File: config.mk
export PLATFORM = sky130hd
export DESIGN_NAME = hq_cell
export DESIGN_NICKNAME = d
export VERILOG_FILES = /design/src/hdl/hq_pkg.sv /design/src/hdl/hq_cell.sv
export SDC_FILE = /design/constraint.sdc
export NUM_CORES = 1
export LEC_CHECK = 0
export BUFFER_PORTS_ARGS = -buffer_cell sky130_fd_sc_hd__buf_2
export CAP_MARGIN = 20
export CORE_MARGIN = 3
export CORE_UTILIZATION = 45
export CTS_CLUSTER_SIZE = 25
export DETAILED_ROUTE_END_ITERATION = 8
export PLACE_DENSITY = 0.91
export SETUP_SLACK_MARGIN = 0.15
export SLEW_MARGIN = 25
export SYNTH_ARGS = -nofsm -noshare
export SYNTH_HDL_FRONTEND = slang
export SYNTH_SLANG_ARGS = --single-unit
File: constraint.sdc
create_clock -name i_clk -period 4.4 [get_ports i_clk]
set_clock_uncertainty 0.2 [all_clocks]
set_input_delay 0.22 -clock i_clk [delete_from_list [all_inputs] [get_ports i_clk]]
set_output_delay 0.22 -clock i_clk [all_outputs]
set_load 0.02 [all_outputs]
File: src/hdl/hq_pkg.sv
`timescale 1ns / 1ps
// ---------------------------------------------------------------------------
// hq_pkg: shared types and constants of the min-heap queue
// Sizes, operation and status codes, and the command that drives each cell.
// ---------------------------------------------------------------------------
package hq_pkg;

    localparam int CAPACITY  = 64;
    localparam int KEY_WIDTH = 32;
    localparam int CNT_W     = $clog2(CAPACITY + 1);

    // operation codes on the input channel
    localparam logic KIND_INSERT = 1'b0;
    localparam logic KIND_DELETE = 1'b1;

    typedef enum logic [1:0] {
        ST_OK    = 2'd0,
        ST_EMPTY = 2'd1,
        ST_FULL  = 2'd2
    } t_status;

    typedef logic signed [KEY_WIDTH-1:0] t_key;

    // command broadcast to every cell of the sorted chain
    typedef struct packed {
        logic ins;
        logic del;
        t_key key;
    } t_cell_cmd;

endpackage

File: src/hdl/hq_cell.sv
`timescale 1ns / 1ps
// ---------------------------------------------------------------------------
// hq_cell: one slot of the sorted key chain
// Holds one key; on insert it keeps, takes the new key or takes the left
// neighbor's key; on delete it takes the right neighbor's key.
// ---------------------------------------------------------------------------
module hq_cell import hq_pkg::*; (
    input  logic      i_clk,
    input  t_cell_cmd i_cmd,
    input  logic      i_occupied,
    input  t_key      i_left_key,
    input  logic      i_left_lt,
    input  t_key      i_right_key,
    output t_key      o_key,
    output logic      o_lt,
    output t_key      o_key_next
);

    t_key r_key;
    t_key n_key;

    // new key goes at or before this slot when the slot is free or larger
    assign o_lt = !i_occupied || (i_cmd.key < r_key);

    // pick the next key: shift right past the insert point, shift left on delete
    always_comb begin
        n_key = r_key;
        if (i_cmd.ins) begin
            if (o_lt) begin
                n_key = i_left_lt ? i_left_key : i_cmd.key;
            end
        end else if (i_cmd.del) begin
            n_key = i_right_key;
        end
    end

    always_ff @(posedge i_clk) begin
        r_key <= n_key;
    end

    assign o_key      = r_key;
    assign o_key_next = n_key;

endmodule

* After elaboration in Yosys (flattened, before gate mapping)
Index checks and enable logic that the tools add are counted.
** Storage, ports and cells
- Register bits :: 32
- Input bits :: 101
- Output and inout bits :: 65
- Logic and storage cells :: 8
** Operators by class
- Magnitude comparators :: 1
- Multiplexer cells :: 4
- Reductions and logical operators :: 2
** Operators by type and width (number)
- $mux W32 :: 4
- $lt A32 B32 Y1 :: 1
- $logic_not A1 Y1 :: 1
- $logic_or A1 B1 Y1 :: 1

* Logic depth before layout (Yosys ltp)
- Depth in word-level cells :: 4
- Depth in mapped cells :: 11
- Mapped depth without buffers :: 10

* Worst setup path after synthesis
OpenSTA, ideal clock, no wires.
- Kind :: register to output
- Start point :: reg r_key[7] (netlist: o_key[7])
- End point :: out o_key_next[0]
- Arrival :: 2.866 ns
- Path slack :: 1.114 ns
- Cell stages (with the launch flop) :: 11
- Path buffers :: 1
- Cell sequence :: dfxtp_1 inv_1 ha_1 nand4_1 o311a_1 o41ai_2 a31oi_1 xor2_1 a21boi_2 buf_2 a221oi_1
** On the way
- Cells in the longest elaborated chain, start to end :: 4
** RTL lines
- from (decl) :: RTL line hq_cell.sv:19 : t_key r_key;
- from (signal assigned) :: RTL line hq_cell.sv:38 : r_key <= n_key;
- $lt A32 B32 Y1 :: RTL line hq_cell.sv:23 : assign o_lt = !i_occupied || (i_cmd.key < r_key);
- $logic_or A1 B1 Y1 :: RTL line hq_cell.sv:23
- $mux W32 :: RTL line hq_cell.sv:29 : if (o_lt) begin
- $mux W32 :: RTL line hq_cell.sv:28 : if (i_cmd.ins) begin
- to (decl) :: RTL line hq_cell.sv:16 : output t_key o_key_next
No other way between the ends.

* Worst setup path in the final report
Ends and elaborated chain as after synthesis.

==> results.yml <==
status:
  status: "complete, no violations"
drt:
  dr_total_vias: 2574
  first_pass_iters: 4
  drt_iter0_markers: 73
  wl_per_cell_um: 15.7
  drc: 0
  antenna_left: 0
  viasPerCell: 5.30
  drt-total-wl_um: 7620
floorplanning:
  die_y_um: 79.6
  dieArea_um2: 6340
  start_util_pct: 47.1
  die_x_um: 79.6
  coreArea_um2: 5170
  io_pins: 166
  rows: 26
cells_and_area:
  largest_reg_flops: 32
  final_layout_size_suffix_gt1_share_pct: 49.3
  diodes: 0
  nNetsFinal: 550
  area_growth_pct: 38.5
  fill_cells: 422
  stdcell_area_um2: 3380
global_routing:
  grt_pass1_vias: 2643
  grt.total_usage_pct: 23.4
  grt-ovfl-total: 0
  antenna_found_initial: 0
  grt_max_degree: 33
  grt_pass1_wl_um: 11900
worst_setup_path:
  cp.depth: 11
  crit_slowest_cell: "a21boi_4"
  endpoint_kind: "output pin"
  worstPathArrival_ns: 3.50
  worstSetupStartpointType: "flop"
  path_cells: "inv_1 -> ha_1 -> nand4_1 -> o311a_1 -> o41ai_2 -> a31oi_1 -> xor2_1 -> a21boi_4 -> buf_4 -> a221oi_1 -> buf_2"
  required_ns: 3.98
  crit_type: "flop to output pin"
  rr_startpoint: "o_key[7]"
  r2r_slack_ns: 1.02
  cp_num_buf_inv: 3
  crit_family: "compound AO/OA/AOI/OAI gates"
  r2r_end: "o_key[0]"
  ff2ff_path_depth: 10
  crit_fanout: 18
  cpPeakStageDelay_ns: 0.57
logic_synthesis:
  postSynthAreaPerCell_um2: 9.49
  yosysSeqAreaShare_pct: 26.3
  synth_area_leaders: "dfxtp_1 26%, a221oi_2 18%, ha_1 16%"
  synth_edf_count: 0
  synth_ff_type: "dfxtp_1"
  yosysTopAreaCell: "dfxtp_1"
  synth_area_um2: 2440
  yosys.area.top_type_share_pct: 26.3
  synth.distinct_cells: 28
  async_flop_share_pct: 0
  yosysWarningCount: 0
  synth-seq-cells: 32
  syn-num-nets: 389
  netlist_instances: 257
cts:
  cts_sinks: 32
  cts_resized: 0
  hold_buffers: 0
  clk-insertion-delay-late_ns: 0.27
  cts-htree-levels: 2
  clkTransAtPathRegs_ns: 0.06
  cts.path.max_buffers: 2
  cts_buffers: 5
  root_buffer: "clkbuf_8"
  cts_tree: "done"
  cts_setup_buffers: 0
placed_design:
  portBuffers: 165
  place_area_um2: 3310
  gp_congestion: 0.764
  hpwl_um: 6340
sta:
  worst_slew_pin_slew_ns: 1.01
  rsz0062_at_grt: "false"
  fin_crit_ns: 3.92
  final-hold-violation-count: 0
  layout_worst_path_cycle_share_pct: 89.1
  relSlewSlack_pct: 32.4
  fmaxAchievable_mhz: 255
  fin_tns_setup_ns: 0
  setup-violations-final: 0
  slew_viol_final: 0
worst_hold_path:
  hold_path_depth: 3
  holdCritPathClass: "input pin to flop"
  worstHoldEndpoint: "o_key[31]"
  worstHoldStart: "i_right_key[31]"
power:
  p_per_area_nw_per_um2: 421
  p_leak_uw: 0.00187
  ir_drop_mv: 0.198
job:
  cap_violations: 0
-- worst reg2reg max path, stage by stage (launching register included) --
cell	delay [ns]
dfxtp_1	0.33
inv_1	0.07
ha_1	0.32
nand4_1	0.10
o311a_1	0.37
o41ai_2	0.33
a31oi_1	0.14
xor2_1	0.22
a21boi_4	0.57
buf_4	0.42
a221oi_1	0.16
-- kinds of logic (layout without fill, tap and decap cells) --
family / Yosys count / in the layout / synth area share, %
AO/OA/AOI/OAI: 59 / 59 / 26.5
XOR/XNOR: 1 / 1 / 0.359
adder cells (fa/ha/maj): 31 / 31 / 15.9
buffers and inverters: 45 / 204 / 8.00
flip-flops: 32 / 32 / 26.3
multiplexers: 32 / 32 / 13.1
AND/OR/NAND/NOR: 57 / 57 / 9.80
-- worst max-delay path by stage --
stage                     slack [ns]        endpoint  startpoint
after floorplan                 1.11   o_key_next[0]    o_key[7]
after global placement          0.59  o_key_next[31]    o_key[7]
after detailed placement        0.72   o_key_next[0]    o_key[7]
after CTS                       0.42   o_key_next[0]    o_key[7]
after global routing            0.30   o_key_next[0]    o_key[7]
final                           0.48   o_key_next[0]    o_key[7]
-- synthesized netlist by cell type (2+ instances only) --
cell type / number
nor2_1: 37
dfxtp_1: 32
inv_1: 32
mux2i_1: 32
ha_1: 31
a221oi_2: 30
a21oi_1: 12
nand2_1: 10
clkbuf_1: 7
nand4_1: 4
o21ai_0: 4
a221oi_1: 3
buf_2: 3
buf_6: 3
a31oi_1: 2
nand2b_1: 2
nand3_1: 2
-- cells in the final DEF (no fill, tap or decap), drive strengths merged, types with 2 or more instances in the layout --
| cell type | n |
|---|---|
| nor2 | 37 |
| mux2i | 32 |
| nand2 | 10 |
| dfxtp | 32 |
| clkbuf | 5 |
| a21oi | 12 |
| buf | 167 |
| nand4 | 4 |
| ha | 31 |
| o21ai | 4 |
| nand3 | 2 |
| inv | 32 |
| a221oi | 33 |
| nand2b | 2 |
| a31oi | 2 |
-- power by group --
| group | internal [uW] | switching (uW) |
|---|---|---|
| clock network | 102 | 98.6 |
| registers | 362 | 34.0 |
| logic | 303 | 521 |
| total | 767 | 653 |
-- per-stage QoR --
stage	cells	util (%)	hold WS (ns)	worst slack, ns	power (uW)
after CTS	486	65.3	0.0330	0.417	1440
after global placement	481	63.8	0.279	0.594	1200
after global routing	486	65.3	0.0554	0.298	1520
final	486	65.3	0.0472	0.478	1420
after floorplan	257	-	0.281	1.11	954
after detailed placement	481	64.0	0.296	0.725	1230
-- metal layers --
| metal | global-route usage (%) | wire [um] | vias to the layer above |
|---|---|---|---|
| met4 | 5.50 | 74 | 0 |
| met3 | 5.08 | 566 | 6 |
| met2 | 45.6 | 4140 | 113 |
| met1 | 25.2 | 2830 | 1191 |
| met5 | 0 | 0 | - |
| li1 | - | - | 1264 |
-- final cells by class --
type                    count  area, um^2  share of cell area [%]
inverters                  32         120                    3.56
clock buffers               5        68.8                    2.04
multi-input cells         180        1620                    47.9
well taps                  70        87.6                    2.59
repair buffers            167         841                    24.9
flip-flops and latches     32         641                    19.0
(Power assumes the default switching activity.)
